`config.mk`:
```
export PLATFORM = sky130hd
export DESIGN_NAME = sorted_priority_queue_top
export DESIGN_NICKNAME = d
export VERILOG_FILES = /design/src/sv/spq_pkg.sv /design/src/sv/spq_cell.sv /design/src/sv/sorted_priority_queue_top.sv
export SDC_FILE = /design/constraint.sdc
export NUM_CORES = 1
export LEC_CHECK = 0
export BUFFER_PORTS_ARGS = -buffer_cell sky130_fd_sc_hd__buf_2
export CAP_MARGIN = 20
export CORE_MARGIN = 2
export CORE_UTILIZATION = 53
export CTS_CLUSTER_DIAMETER = 100
export CTS_CLUSTER_SIZE = 16
export DETAILED_ROUTE_END_ITERATION = 10
export PLACE_DENSITY = 0.69
export SKIP_LAST_GASP = 1
export SLEW_MARGIN = 0
export SYNTH_ARGS = -nofsm -noshare
export SYNTH_HDL_FRONTEND = slang
export SYNTH_SLANG_ARGS = --single-unit
```
`constraint.sdc`:
```
create_clock -name clk -period 4.9 [get_ports clk]
set_input_delay 0.49 -clock clk [delete_from_list [all_inputs] [get_ports clk]]
set_output_delay 0.49 -clock clk [all_outputs]
set_load 0.01 [all_outputs]
```
`src/sv/spq_pkg.sv`:
```
// ----------------------------------------------------------------------------
// spq_pkg
// Shared types and defaults for the sorted priority queue: opcodes, status
// codes and the per-cycle command that is broadcast along the cell row.
// ----------------------------------------------------------------------------
package spq_pkg;

  localparam int QUEUE_DEPTH_DEF   = 16;
  localparam int TAG_BITS_DEF      = 16;
  localparam int PRIORITY_BITS_DEF = 8;
  localparam int STATUS_BITS       = 2;

  typedef enum logic {
    OP_ENQ = 1'b0,
    OP_DEQ = 1'b1
  } spq_op_t;

  typedef enum logic [STATUS_BITS-1:0] {
    ST_OK    = 2'd0,
    ST_EMPTY = 2'd1,
    ST_FULL  = 2'd2
  } spq_status_t;

  typedef struct packed {
    logic enq;
    logic deq;
  } spq_ctl_t;

endpackage

```
`src/sv/spq_cell.sv`:
```
// ----------------------------------------------------------------------------
// spq_cell
// One slot of the sorted row. On insert it keeps its entry, takes the new
// item or takes its left neighbour's entry; on removal it takes the right
// neighbour's entry.
// ----------------------------------------------------------------------------
module spq_cell #(
  parameter int IDX    = 0,
  parameter int CNT_W  = 5,
  parameter int TAG_W  = 16,
  parameter int PRIO_W = 8
) (
  input  logic               clk,
  input  spq_pkg::spq_ctl_t  ctl,
  input  logic [CNT_W-1:0]   count,
  input  logic [TAG_W-1:0]   new_tag,
  input  logic [PRIO_W-1:0]  new_prio,
  input  logic               left_lower,
  input  logic [TAG_W-1:0]   left_tag,
  input  logic [PRIO_W-1:0]  left_prio,
  input  logic [TAG_W-1:0]   right_tag,
  input  logic [PRIO_W-1:0]  right_prio,
  output logic               lower,
  output logic [TAG_W-1:0]   tag,
  output logic [PRIO_W-1:0]  prio
);
  import spq_pkg::*;

  localparam logic [CNT_W-1:0] IDX_C = CNT_W'(IDX);

  logic [TAG_W-1:0]  tag_r,  tag_nxt;
  logic [PRIO_W-1:0] prio_r, prio_nxt;
  logic              occupied;

  assign occupied = IDX_C < count;
  assign lower    = !occupied || (prio_r < new_prio);
  assign tag      = tag_r;
  assign prio     = prio_r;

  always_comb begin
    tag_nxt  = tag_r;
    prio_nxt = prio_r;
    if (ctl.deq) begin
      tag_nxt  = right_tag;
      prio_nxt = right_prio;
    end else if (ctl.enq && lower) begin
      if (left_lower) begin
        tag_nxt  = left_tag;
        prio_nxt = left_prio;
      end else begin
        tag_nxt  = new_tag;
        prio_nxt = new_prio;
      end
    end
  end

  always_ff @(posedge clk) begin
    tag_r  <= tag_nxt;
    prio_r <= prio_nxt;
  end

endmodule

```
`src/sv/sorted_priority_queue_top.sv`:
```
// The result of an item appears on the out_ ports in the cycle after it is taken.
// Throughput: one item per cycle while busy is low; insert and removal finish in a single step of the cell row.
// busy is high during reset, is cleared once reset is released, and stays low from then on.
// Results are strobed by out_valid for exactly one cycle; the receiver cannot stall.
// Reset clears the entry count; slot contents are left as they are.
// ----------------------------------------------------------------------------
// sorted_priority_queue_top
// Bounded priority queue kept sorted in a row of cells, highest priority at
// the head, equal priorities leaving in arrival order.
// ----------------------------------------------------------------------------
module sorted_priority_queue_top #(
  parameter int QUEUE_DEPTH   = spq_pkg::QUEUE_DEPTH_DEF,
  parameter int TAG_BITS      = spq_pkg::TAG_BITS_DEF,
  parameter int PRIORITY_BITS = spq_pkg::PRIORITY_BITS_DEF,
  parameter int CNT_W         = $clog2(QUEUE_DEPTH + 1)
) (
  input  logic                            clk,
  input  logic                            rst_n,
  input  logic                            start,
  output logic                            busy,
  input  logic                            in_opcode,
  input  logic [TAG_BITS-1:0]             in_task_tag,
  input  logic [PRIORITY_BITS-1:0]        in_task_priority,
  output logic                            out_valid,
  output logic [TAG_BITS-1:0]             out_tag,
  output logic [PRIORITY_BITS-1:0]        out_priority,
  output logic [spq_pkg::STATUS_BITS-1:0] out_status,
  output logic [CNT_W-1:0]                out_occupancy
);
  import spq_pkg::*;

  localparam logic [CNT_W-1:0] DEPTH_C = CNT_W'(QUEUE_DEPTH);

  logic                     busy_r;
  logic [CNT_W-1:0]         cnt_r, cnt_nxt;
  logic                     accept, full, empty;
  spq_ctl_t                 ctl;

  logic [TAG_BITS-1:0]      cell_tag  [QUEUE_DEPTH];
  logic [PRIORITY_BITS-1:0] cell_prio [QUEUE_DEPTH];
  logic                     cell_lower [QUEUE_DEPTH];

  logic                     out_valid_r;
  logic [TAG_BITS-1:0]      out_tag_r, out_tag_nxt;
  logic [PRIORITY_BITS-1:0] out_prio_r, out_prio_nxt;
  spq_status_t              status_r, status_nxt;
  logic [CNT_W-1:0]         occ_r;

  assign accept  = start && !busy_r;
  assign full    = cnt_r == DEPTH_C;
  assign empty   = cnt_r == '0;
  assign ctl.enq = accept && (spq_op_t'(in_opcode) == OP_ENQ) && !full;
  assign ctl.deq = accept && (spq_op_t'(in_opcode) == OP_DEQ) && !empty;

  genvar gi;
  generate
    for (gi = 0; gi < QUEUE_DEPTH; gi++) begin : g_cell
      logic                     l_lower;
      logic [TAG_BITS-1:0]      l_tag,  r_tag;
      logic [PRIORITY_BITS-1:0] l_prio, r_prio;

      if (gi == 0) begin : g_head
        assign l_lower = 1'b0;
        assign l_tag   = in_task_tag;
        assign l_prio  = in_task_priority;
      end else begin : g_mid
        assign l_lower = cell_lower[gi-1];
        assign l_tag   = cell_tag[gi-1];
        assign l_prio  = cell_prio[gi-1];
      end

      if (gi == QUEUE_DEPTH - 1) begin : g_tail
        assign r_tag  = '0;
        assign r_prio = '0;
      end else begin : g_body
        assign r_tag  = cell_tag[gi+1];
        assign r_prio = cell_prio[gi+1];
      end

      spq_cell #(
        .IDX    (gi),
        .CNT_W  (CNT_W),
        .TAG_W  (TAG_BITS),
        .PRIO_W (PRIORITY_BITS)
      ) u_cell (
        .clk        (clk),
        .ctl        (ctl),
        .count      (cnt_r),
        .new_tag    (in_task_tag),
        .new_prio   (in_task_priority),
        .left_lower (l_lower),
        .left_tag   (l_tag),
        .left_prio  (l_prio),
        .right_tag  (r_tag),
        .right_prio (r_prio),
        .lower      (cell_lower[gi]),
        .tag        (cell_tag[gi]),
        .prio       (cell_prio[gi])
      );
    end
  endgenerate

  always_comb begin
    cnt_nxt      = cnt_r;
    out_tag_nxt  = '0;
    out_prio_nxt = '0;
    status_nxt   = ST_OK;
    if (ctl.enq) begin
      cnt_nxt = cnt_r + CNT_W'(1);
    end else if (ctl.deq) begin
      cnt_nxt      = cnt_r - CNT_W'(1);
      out_tag_nxt  = cell_tag[0];
      out_prio_nxt = cell_prio[0];
    end else if (accept && (spq_op_t'(in_opcode) == OP_ENQ)) begin
      status_nxt = ST_FULL;
    end else if (accept) begin
      status_nxt = ST_EMPTY;
    end
  end

  always_ff @(posedge clk) begin
    if (!rst_n) begin
      busy_r      <= 1'b1;
      cnt_r       <= '0;
      out_valid_r <= 1'b0;
    end else begin
      busy_r      <= 1'b0;
      cnt_r       <= cnt_nxt;
      out_valid_r <= accept;
    end
  end

  always_ff @(posedge clk) begin
    if (accept) begin
      out_tag_r  <= out_tag_nxt;
      out_prio_r <= out_prio_nxt;
      status_r   <= status_nxt;
      occ_r      <= cnt_nxt;
    end
  end

  assign busy          = busy_r;
  assign out_valid     = out_valid_r;
  assign out_tag       = out_tag_r;
  assign out_priority  = out_prio_r;
  assign out_status    = status_r;
  assign out_occupancy = occ_r;

  a_cnt_bound: assert property (@(posedge clk) disable iff (!rst_n)
    cnt_r <= DEPTH_C)
    else $error("entry count beyond depth");

  a_strobe: assert property (@(posedge clk) disable iff (!rst_n)
    accept |=> out_valid_r && occ_r == cnt_r)
    else $error("result strobe or occupancy wrong");

  a_full: assert property (@(posedge clk) disable iff (!rst_n)
    (out_valid_r && status_r == ST_FULL) |-> (occ_r == DEPTH_C && out_tag_r == '0))
    else $error("full status with wrong occupancy");

  a_empty: assert property (@(posedge clk) disable iff (!rst_n)
    (out_valid_r && status_r == ST_EMPTY) |-> (occ_r == '0 && out_prio_r == '0))
    else $error("empty status with stale data");

endmodule
```
==> run metrics, run 1 <==
outcome complete, no violations; Setup crit end kind flop; antenna viol nets, final 0; Worst-Skew Late Latency 630 ps; Worst setup SP type flop; critical path's slowest cell a2111oi_0; Yosys cell types 56; predominant post-synthesis flop cell edfxtp_1; reg2reg start cnt_r[1]$_SDFF_PN0_; vias per cell 6.374; Post-Route WL 62920 um; vias 18230; Max Freq 285.2 MHz; Max Transition Viols Final 0; vias in the first global route 18470; crit path capture g_cell[15].u_cell.prio[2]$_SDFFE_PP0P_; Post-synth EDFFs 391; register bit total from synthesis 422; largest area contributor in the netlist edfxtp_1; worst slew pin tran 1024 ps; FF-to-FF path depth 8; GRT Total Usage 0.2678; Pleak 8.772 nW; DR DRC count 0; yosys warns 0; WP data arrival 4030 ps; critical path cell sequence inv_1 > ha_1 > nand4bb_1 > nand2_1 > a2111oi_0 > a21o_1 > o21ai_0 > a21oi_1; Synth Area per Inst 10.30 um2; postcts setup bufs 0; DR WL/cell 22.00 um; Yosys top cell area share 0.5010; fin crit period 3506 ps; fin crit share 0.7156; DPL Wire Length 43580 um; skew final 41.67 ps; Hold Crit Class in -> reg; CTS resizes 0; CTS clk-pin slew, worst paths 80 ps; Setup TNS Final 0 ps; worst reg2reg endpoint g_cell[15].u_cell.prio[2]$_SDFFE_PP0P_; gpl congestion 0.8511; Max VDD drop 0.2858 mV; cts bufs inserted 30; CTS H-Tree Depth 1; First-pass DRT Iterations 7; maxcap violations 0; CTS tree built; Worst Setup SP cnt_r[1]$_SDFF_PN0_; # fillers 3808; Pwr Density 326.5 nW/um2; Port-buffer cells 60; Layout Utilization 0.5740; CP Class reg -> reg; hold_ws 127.6 ps; Net Count, Synth 2420; Hold-fix buffers, CTS 0; Synth Cell Area 23430 um2; GRT Residual Overflow 0; hold_sp rst_n; layout cell share with drive strength beyond 1 0.08642; initial antenna violation count 3; synth top area cells edfxtp_1 (50%), nand2_1 (6.3%), ha_1 (6.2%); die height 214.3 um; asr flop ratio synth 0; DR iter-0 viols 1739; Antenna diodes 0; sequential share of the synthesized area 0.5275; most frequent cells after synthesis nand2_1 (393), edfxtp_1 (391), o21ai_0 (198), o211ai_1 (170), a21oi_1 (157); Root Driver clkbuf_16; CP peak stage delay 800 ps; most common cell in the netlist nand2_1; gate count after technology mapping 2276; Max-slew headroom 0.3162; final hold viol count 0; Cell Count, Final, Fillers Out 2860; first-pass GRT wire length 100000 um; Tot Pwr 0.008233 W; Placed Cells incl. Taps 2802; DIE WIDTH 214.3 um; Area Overhead vs Synth 7.603%; clk sinks 422; Setup Viol. Count Final 0; flop2flop setup slack 1390 ps; largest net degree at the start of global routing 145; core area 43930 um2; Final nets 2389; Core Rows 77; RSZ-0062 raised after global routing no; clock buffer depth 3; Total Die Area 45920 um2; Initial Util 0.5334; Req. time, crit path 5420 ps; CP Max Fanout 24; Ports 61; Worst Hold Depth 2
per-stage QoR:
stage	setup WS, ps	area [um2]
global placement	1169	24270
global route	1118	25220
floorplan	462.4	23440
finish	1394	25220
CTS	1457	25150
detailed placement	1156	24270
logic make-up (layout without fill, tap and decap cells):
logic type | after synthesis | after routing | synth area share
AO/OA/AOI/OAI | 731 | 731 | 0.1892
AND/OR/NAND/NOR | 649 | 649 | 0.1180
flip-flops | 422 | 422 | 0.5275
buffers and inverters | 209 | 201 | 0.03999
multiplexers | 145 | 145 | 0.06193
adder cells (fa/ha/maj) | 116 | 116 | 0.06193
XOR/XNOR | 4 | 4 | 0.001495
layer usage:
metal	GRT usage	share of wire	vias up
met4	0.08819	0.031	6
met1	0.3618	0.42	8997
met2	0.4524	0.49	659
met5	0	0.00067	-
li1	-	-	8445
met3	0.03035	0.057	123
worst max-delay path, delay by kind of cell (launching register included):
family / cells / cell delay (ps)
buffers and inverters: 1 / 160
DFF: 1 / 570
and+or+nand+nor: 2 / 470
AOI/OAI and AO/OA: 4 / 1930
adders and majority gates: 1 / 290
power breakdown:
group / internal, W / total [W] / switching (W)
combinational: 0.000460 / 0.00130 / 0.000836
sequential: 0.00430 / 0.00448 / 0.000179
clock: 0.00117 / 0.00246 / 0.00129
total: 0.00593 / 0.00823 / 0.00231
placed cells by master, fill, tap and decap left out, types with 3 or more instances in the layout:
| cell | instances |
|---|---|
| inv_1 | 13 |
| mux2i_1 | 145 |
| o21ai_1 | 70 |
| o21ai_2 | 6 |
| buf_2 | 60 |
| nand2_1 | 393 |
| dfxtp_1 | 31 |
| buf_4 | 65 |
| clkbuf_16 | 30 |
| a31oi_1 | 76 |
| and2_1 | 32 |
| ha_1 | 116 |
| edfxtp_1 | 391 |
| nor2b_1 | 3 |
| a21o_1 | 17 |
| clkbuf_1 | 23 |
| or2_2 | 4 |
| nor3_1 | 5 |
| nor2_1 | 95 |
| nand2b_1 | 18 |
| a21oi_1 | 151 |
| a21oi_2 | 6 |
| o211ai_1 | 170 |
| o21a_1 | 11 |
| buf_12 | 5 |
| o21ai_0 | 192 |
| a2111oi_0 | 9 |
| a211o_1 | 5 |
| nand4_1 | 9 |
| nand3_1 | 77 |
how the worst min path moves through the flow:
stage / end / slack, ps
after floorplan: g_cell[15].u_cell.tag[15]$_SDFFE_PP0P_ / 500
after detailed placement: g_cell[15].u_cell.tag[1]$_SDFFE_PP0P_ / 530
after global routing: busy$_DFF_P_ / 120
after global placement: g_cell[15].u_cell.tag[15]$_SDFFE_PP0P_ / 520
after CTS: busy$_DFF_P_ / 110
final: busy$_DFF_P_ / 130
flip-flops by register name, summed over array words and instances, names as in the netlist:
| register | cells |
|---|---|
| out_status | 2 |
| g_cell.u_cell.prio | 128 |
| cnt_r | 5 |
| out_priority | 8 |
| out_occupancy | 5 |
| g_cell.u_cell.tag | 256 |
| out_tag | 16 |
| out_valid | 1 |
| busy | 1 |
area by class of cell:
| cell class | instances | area (um2) | share of cell area |
|---|---|---|---|
| clock inverter | 2 | 41.29 | 0.001637 |
| timing repair buffer | 133 | 958.4 | 0.03801 |
| multi-input combinational | 1645 | 10230 | 0.4056 |
| inverter | 13 | 48.80 | 0.001935 |
| tap | 592 | 740.7 | 0.02937 |
| sequential | 422 | 12360 | 0.4902 |
| clock buffer | 53 | 837.1 | 0.03319 |
Power figures use the tool's default switching activity.
==> run 2, diff against run 1 <==
--- a/config.mk
+++ b/config.mk
@@ -12,7 +12,7 @@
 export CTS_CLUSTER_DIAMETER = 100
 export CTS_CLUSTER_SIZE = 16
 export DETAILED_ROUTE_END_ITERATION = 10
-export PLACE_DENSITY = 0.69
+export PLACE_DENSITY = 0.72
 export SKIP_LAST_GASP = 1
 export SLEW_MARGIN = 0
 export SYNTH_ARGS = -nofsm -noshare
==> constraint.sdc (replaced) <==
create_clock -name clk -period 3.1 [get_ports clk]
set_input_delay 0.31 -clock clk [delete_from_list [all_inputs] [get_ports clk]]
set_output_delay 0.31 -clock clk [all_outputs]
set_load 0.01 [all_outputs]
==> run 2 against run 1 <==
  * Register-to-register slack got worse by 1200 ps
  * Critical path type unchanged
  * Critical endpoint is now g_cell[7].u_cell.prio[2]$_DFFE_PP_
  * Highest routed layer unchanged
  * Die area did not move
  * First-iteration DRC count fell by 3.7%
  * Worst setup slack got worse by 1200 ps
  * Final cell count rose by 1.6%
==> run metrics, run 2 (synthesis results as in run 1) <==
CTS tree built; most frequent cells in the layout edfxtp_1 (391), nand2_1 (389), o21ai_0 (192), o211ai_1 (170), a21oi_1 (151); Max VDD drop 0.4337 mV (+52%); CTS H-Tree Depth 1 (unchanged); Total Die Area 45920 um2 (unchanged); Layout Utilization 0.5874 (+0.01341); Port-buffer cells 60 (unchanged); cts bufs inserted 30 (unchanged); Req. time, crit path 3440 ps (-1980 ps); CP peak stage delay 810 ps (about the same); outcome complete, no violations; Tot Pwr 0.01310 W (+59%); RSZ-0062 raised after global routing no; Worst setup SP type flop; First-pass DRT Iterations 5 (-2); Worst-Skew Late Latency 630 ps (about the same); WP buf/inv 2 (+1); die height 214.3 um (unchanged); GRT Residual Overflow 0 (unchanged); critical path's slowest cell a2111oi_0; clock buffer depth 3 (unchanged); vias 18190 (-0.22%); Post-Route WL 63750 um (+1.3%); Core Rows 77 (unchanged); Initial Util 0.5334 (unchanged); Pleak 9.055 nW (+3.2%); Root Driver clkbuf_16; critical path cell sequence ha_1 > a2111oi_0 > buf_4 > nor4_1 > o21ai_4 > buf_4 > mux2i_1 > o21ai_1; vias in the first global route 18530 (+0.31%); Ports 61 (unchanged); clk sinks 422 (unchanged); Area Overhead vs Synth 10.12%; DR DRC count 0 (unchanged); Hold Crit Class in -> reg; vias per cell 6.257 (-1.8%); GRT Total Usage 0.2729 (+0.005101); first-pass GRT wire length 101300 um (+1.3%); fin crit share 0.9464 (+0.2308); DR WL/cell 21.93 um (-0.32%); final hold viol count 0 (unchanged); CP Max Fanout 5 (-79%); max reg flops 256 (unchanged); hold_ws 38.91 ps (-88.65 ps); CTS clk-pin slew, worst paths 80 ps (about the same); layout cell share with drive strength beyond 1 0.1054 (+0.01903); gpl congestion 0.9268 (+8.9%); Final nets 2434 (+1.9%); DIE WIDTH 214.3 um (unchanged); maxcap violations 0 (unchanged); Pwr Density 507.8 nW/um2 (+56%); antenna viol nets, final 0 (unchanged); CP Class reg -> reg; Max-slew headroom 0.3364 (+0.02023); Max Freq 340.9 MHz (+20%); WP data arrival 3270 ps (-760 ps); Setup TNS Final 0 ps (unchanged); Setup crit end kind flop; worst slew pin tran 993.2 ps (-30.28 ps); post-route cell area 25810 um2 (+2.3%); Setup Viol. Count Final 0 (unchanged); crit-path most repeated cell buf_4; initial antenna violation count 5 (+2); Max Transition Viols Final 0 (unchanged); Placed Area 24880 um2 (+2.5%); fin crit period 2934 ps (-572.4 ps); skew final 44.47 ps (+2.801 ps); DR iter-0 viols 1674 (-3.7%); largest net degree at the start of global routing 77 (-47%); core area 43930 um2 (unchanged); commonest non-fill, non-tap cell in the layout edfxtp_1; family with the most delay on the worst path compound AO/OA/AOI/OAI gates; DPL Wire Length 45230 um (+3.8%)
run 2: report_power, final:
group,leakage [nW],internal [W],switching (W),total [W]
logic,4.76,0.000804,0.00135,0.00215
registers,3.88,0.00680,0.000283,0.00708
clock network,0.416,0.00184,0.00203,0.00387
run 2: final timing paths:
kind	startpoint	to	slack, ps	depth (start not counted)
setup / recovery	g_cell[6].u_cell.prio[1]$_DFFE_PP_	g_cell[7].u_cell.prio[2]$_DFFE_PP_	170	8
hold / removal	in_opcode	out_status[1]$_SDFFCE_PP0P_	40	2
setup reg to reg	g_cell[6].u_cell.prio[1]$_DFFE_PP_	g_cell[7].u_cell.prio[2]$_DFFE_PP_	170	8
hold reg to reg	g_cell[1].u_cell.tag[15]$_DFFE_PP_	g_cell[0].u_cell.tag[15]$_DFFE_PP_	520	2
run 2: layout make-up:
| cell class | instances | area [um2] |
|---|---|---|
| fill | 3771 | 18130 |
| sequential | 422 | 12360 |
| clock inverter | 2 | 41.29 |
| tap | 592 | 740.7 |
| inverter | 13 | 48.80 |
| antenna | 1 | 2.502 |
| multi-input combinational | 1645 | 10250 |
| timing repair buffer | 178 | 1516 |
| clock buffer | 54 | 840.8 |
run 2: what timing repair did:
action | 4_1_cts | 5_1_grt
hold buffers | 1 | 0
hold endpoints to repair | 3 | 0
resized for setup | 0 | 1
buffers inserted | 0 | 0
endpoints found under the setup margin | 0 | 7
run 2: routing by layer:
layer,vias up,global-route usage,part of all wire
met5,-,0,0.00058
met1,8874,0.3591,0.41
met4,6,0.08241,0.028
met3,116,0.03390,0.061
li1,8524,-,-
met2,669,0.4733,0.50
run 2: through the flow:
stage	instances	setup WS, ps
floorplan	2276	23.35
global placement	2847	-158.0
detailed placement	2847	-118.2
CTS	2904	139.5
global route	2906	92.47
finish	2907	166.2
==> run 3, diff against run 2 <==
--- a/config.mk
+++ b/config.mk
@@ -5,7 +5,7 @@
 export SDC_FILE = /design/constraint.sdc
 export NUM_CORES = 1
 export LEC_CHECK = 0
-export BUFFER_PORTS_ARGS = -buffer_cell sky130_fd_sc_hd__buf_2
+export BUFFER_PORTS_ARGS = -buffer_cell sky130_fd_sc_hd__clkbuf_2
 export CAP_MARGIN = 20
 export CORE_MARGIN = 2
 export CORE_UTILIZATION = 53
==> run 3 against run 2 <==
  * First-iteration DRC count decreased by 0.12%
  * Highest routed layer unchanged
  * Critical path type unchanged
  * Non-clock buffer count shrank 13
  * Count of clock-buffer cells in the layout stayed put
==> run metrics, run 3 (synthesis results as in run 1) <==
outcome complete, no violations; Post-Route WL 61730 um (-3.2%); CP Max Fanout 19 (+14); largest net degree at the start of global routing 74 (-3.9%); fin crit share 0.9207 (-0.02570); worst slew pin tran 996.8 ps (+3.561 ps); Max Freq 350.4 MHz (+2.8%); clock buffer depth 3 (unchanged); maxcap violations 0 (unchanged); Worst setup SP type flop; Area Overhead vs Synth 9.525%; Ports 61 (unchanged); initial antenna violation count 3 (-2); crit path capture g_cell[15].u_cell.tag[15]$_SDFFE_PP0P_; Register Area 12360 um2 (unchanged); Multi-input gate area 10250 um2 (about the same); core area 43930 um2 (unchanged); die height 214.3 um (unchanged); final hold viol count 0 (unchanged); Core Rows 77 (unchanged); Total Die Area 45920 um2 (unchanged); CTS H-Tree Depth 1 (unchanged); CTS clk-pin slew, worst paths 80 ps (about the same); Root Driver clkbuf_16; hold_ws 41.29 ps (+2.384 ps); CTS tree built; Max VDD drop 0.4348 mV (+0.25%); Pleak 8.997 nW (-0.64%); Setup Viol. Count Final 0 (unchanged); commonest non-fill, non-tap cell in the layout edfxtp_1; Max-slew headroom 0.3355 (-0.0009700); antenna viol nets, final 0 (unchanged); DPL Wire Length 44010 um (-2.7%); DR iter-0 viols 1672 (-0.12%); FF-to-FF path depth 9 (+1); WP data arrival 3350 ps (+80 ps); Req. time, crit path 3590 ps (+150 ps); most frequent cells in the layout edfxtp_1 (391), nand2_1 (390), o21ai_0 (192), o211ai_1 (170), a21oi_1 (151); gpl congestion 0.8994 (-3.0%); Pwr Density 509.0 nW/um2 (+0.25%); CP Class reg -> reg; Worst Setup SP cnt_r[0]$_SDFF_PN0_; Placed Area 24760 um2 (-0.48%); Port-buffer cells 60 (unchanged); Placed Cells incl. Taps 2835 (-0.42%); Tot Pwr 0.01306 W (-0.29%); first-pass GRT wire length 98480 um (-2.8%); max reg flops 256 (unchanged); Final nets 2421 (-0.53%); fin crit period 2854 ps (-79.68 ps); DR DRC count 0 (unchanged); flop2flop setup slack 250 ps (+80 ps); DR WL/cell 21.34 um (-2.7%); post-route cell area 25670 um2 (-0.54%); Setup crit end kind flop; Antenna diodes 0 (-1); Hold Crit Class in -> reg; vias per cell 6.301 (+0.70%); Cell Count, Final, Fillers Out 2893 (-0.48%); # fillers 3729 (-1.1%); GRT Total Usage 0.2642 (-0.008693); layout cell share with drive strength beyond 1 0.09996 (-0.005489); worst reg2reg endpoint g_cell[15].u_cell.tag[15]$_SDFFE_PP0P_; vias in the first global route 18530 (+0.016%); postcts setup bufs 0 (unchanged); cts bufs inserted 30 (unchanged); clk sinks 422 (unchanged); Max Transition Viols Final 0 (unchanged); RSZ-0062 raised after global routing no; Initial Util 0.5334 (unchanged); vias 18230 (+0.22%); GRT Residual Overflow 0 (unchanged); reg2reg start cnt_r[0]$_SDFF_PN0_; Worst-Skew Late Latency 630 ps (about the same); skew final 39.98 ps (-4.491 ps); DIE WIDTH 214.3 um (unchanged); First-pass DRT Iterations 7 (+2)
==> run 3: cell count changes in the layout (fill, tap and decap cells not counted) <==
cell | previous run | this run
nand2_2 | 4 | 3
buf_2 | 60 | 0
clkbuf_2 | 0 | 60
buf_12 | 25 | 22
diode_2 | 1 | 0
a2111oi_1 | 1 | 2
buf_4 | 90 | 80
nand2_1 | 389 | 390
a2111oi_0 | 9 | 8
==> run 3: area by class of cell <==
type / count / area share
clock inverter: 2 / 0.001609
inverter: 13 / 0.001901
multi-input combinational: 1645 / 0.3994
tap: 592 / 0.02886
sequential: 422 / 0.4816
timing repair buffer: 165 / 0.05382
clock buffer: 54 / 0.03276
==> run 3: where the power goes <==
group	switching [W]	internal, W	leakage [nW]
logic	0.00133	0.000780	4.70
clock network	0.00203	0.00184	0.415
registers	0.000283	0.00680	3.88
==> run 3: worst min path at each step <==
| stage | from | to | slack (ps) | cells after the start |
|---|---|---|---|---|
| global placement | g_cell[14].u_cell.tag[15]$_DFFE_PP_ | g_cell[15].u_cell.tag[15]$_SDFFE_PP0P_ | 520 | 2 |
| global route | in_opcode | out_status[1]$_SDFFCE_PP0P_ | 50 | 2 |
| CTS | in_opcode | out_status[1]$_SDFFCE_PP0P_ | 30 | 2 |
| finish | in_opcode | out_status[1]$_SDFFCE_PP0P_ | 40 | 2 |
| floorplan | rst_n | busy$_DFF_P_ | 370 | 1 |
| detailed placement | g_cell[1].u_cell.tag[15]$_DFFE_PP_ | g_cell[0].u_cell.tag[15]$_DFFE_PP_ | 520 | 2 |
==> run 3: stage by stage <==
step	util	setup WS [ps]	TNS, ps
2_1_floorplan	-	23.35	0
3_3_place_gp	0.5632	-37.20	-727.9
4_1_cts	0.5839	66.92	0
3_5_place_dp	0.5636	78.05	0
6_report	0.5842	245.9	0
5_1_grt	0.5842	2.052	0
==> run 3: repair_timing <==
item,in CTS,in global routing
endpoints found under the hold margin,1,0
resized for setup,0,1
hold buffers,1,0
setup endpoints to repair,0,24
==> run 3: worst max-delay path: stages, from the launching register on <==
cell,delay (ps)
dfxtp_1,510
inv_1,170
ha_1,310
nand4bb_1,140
nand2_1,120
a2111oi_1,760
a21oi_2,280
buf_8,230
a21oi_1,140
a21oi_1,80
==> run 3: metal layers <==
layer / GRT usage / wire length (um)
met5: 0 / 27
met4: 0.1035 / 2268
met3: 0.03191 / 3602
met2: 0.4542 / 30270
met1: 0.3423 / 25560
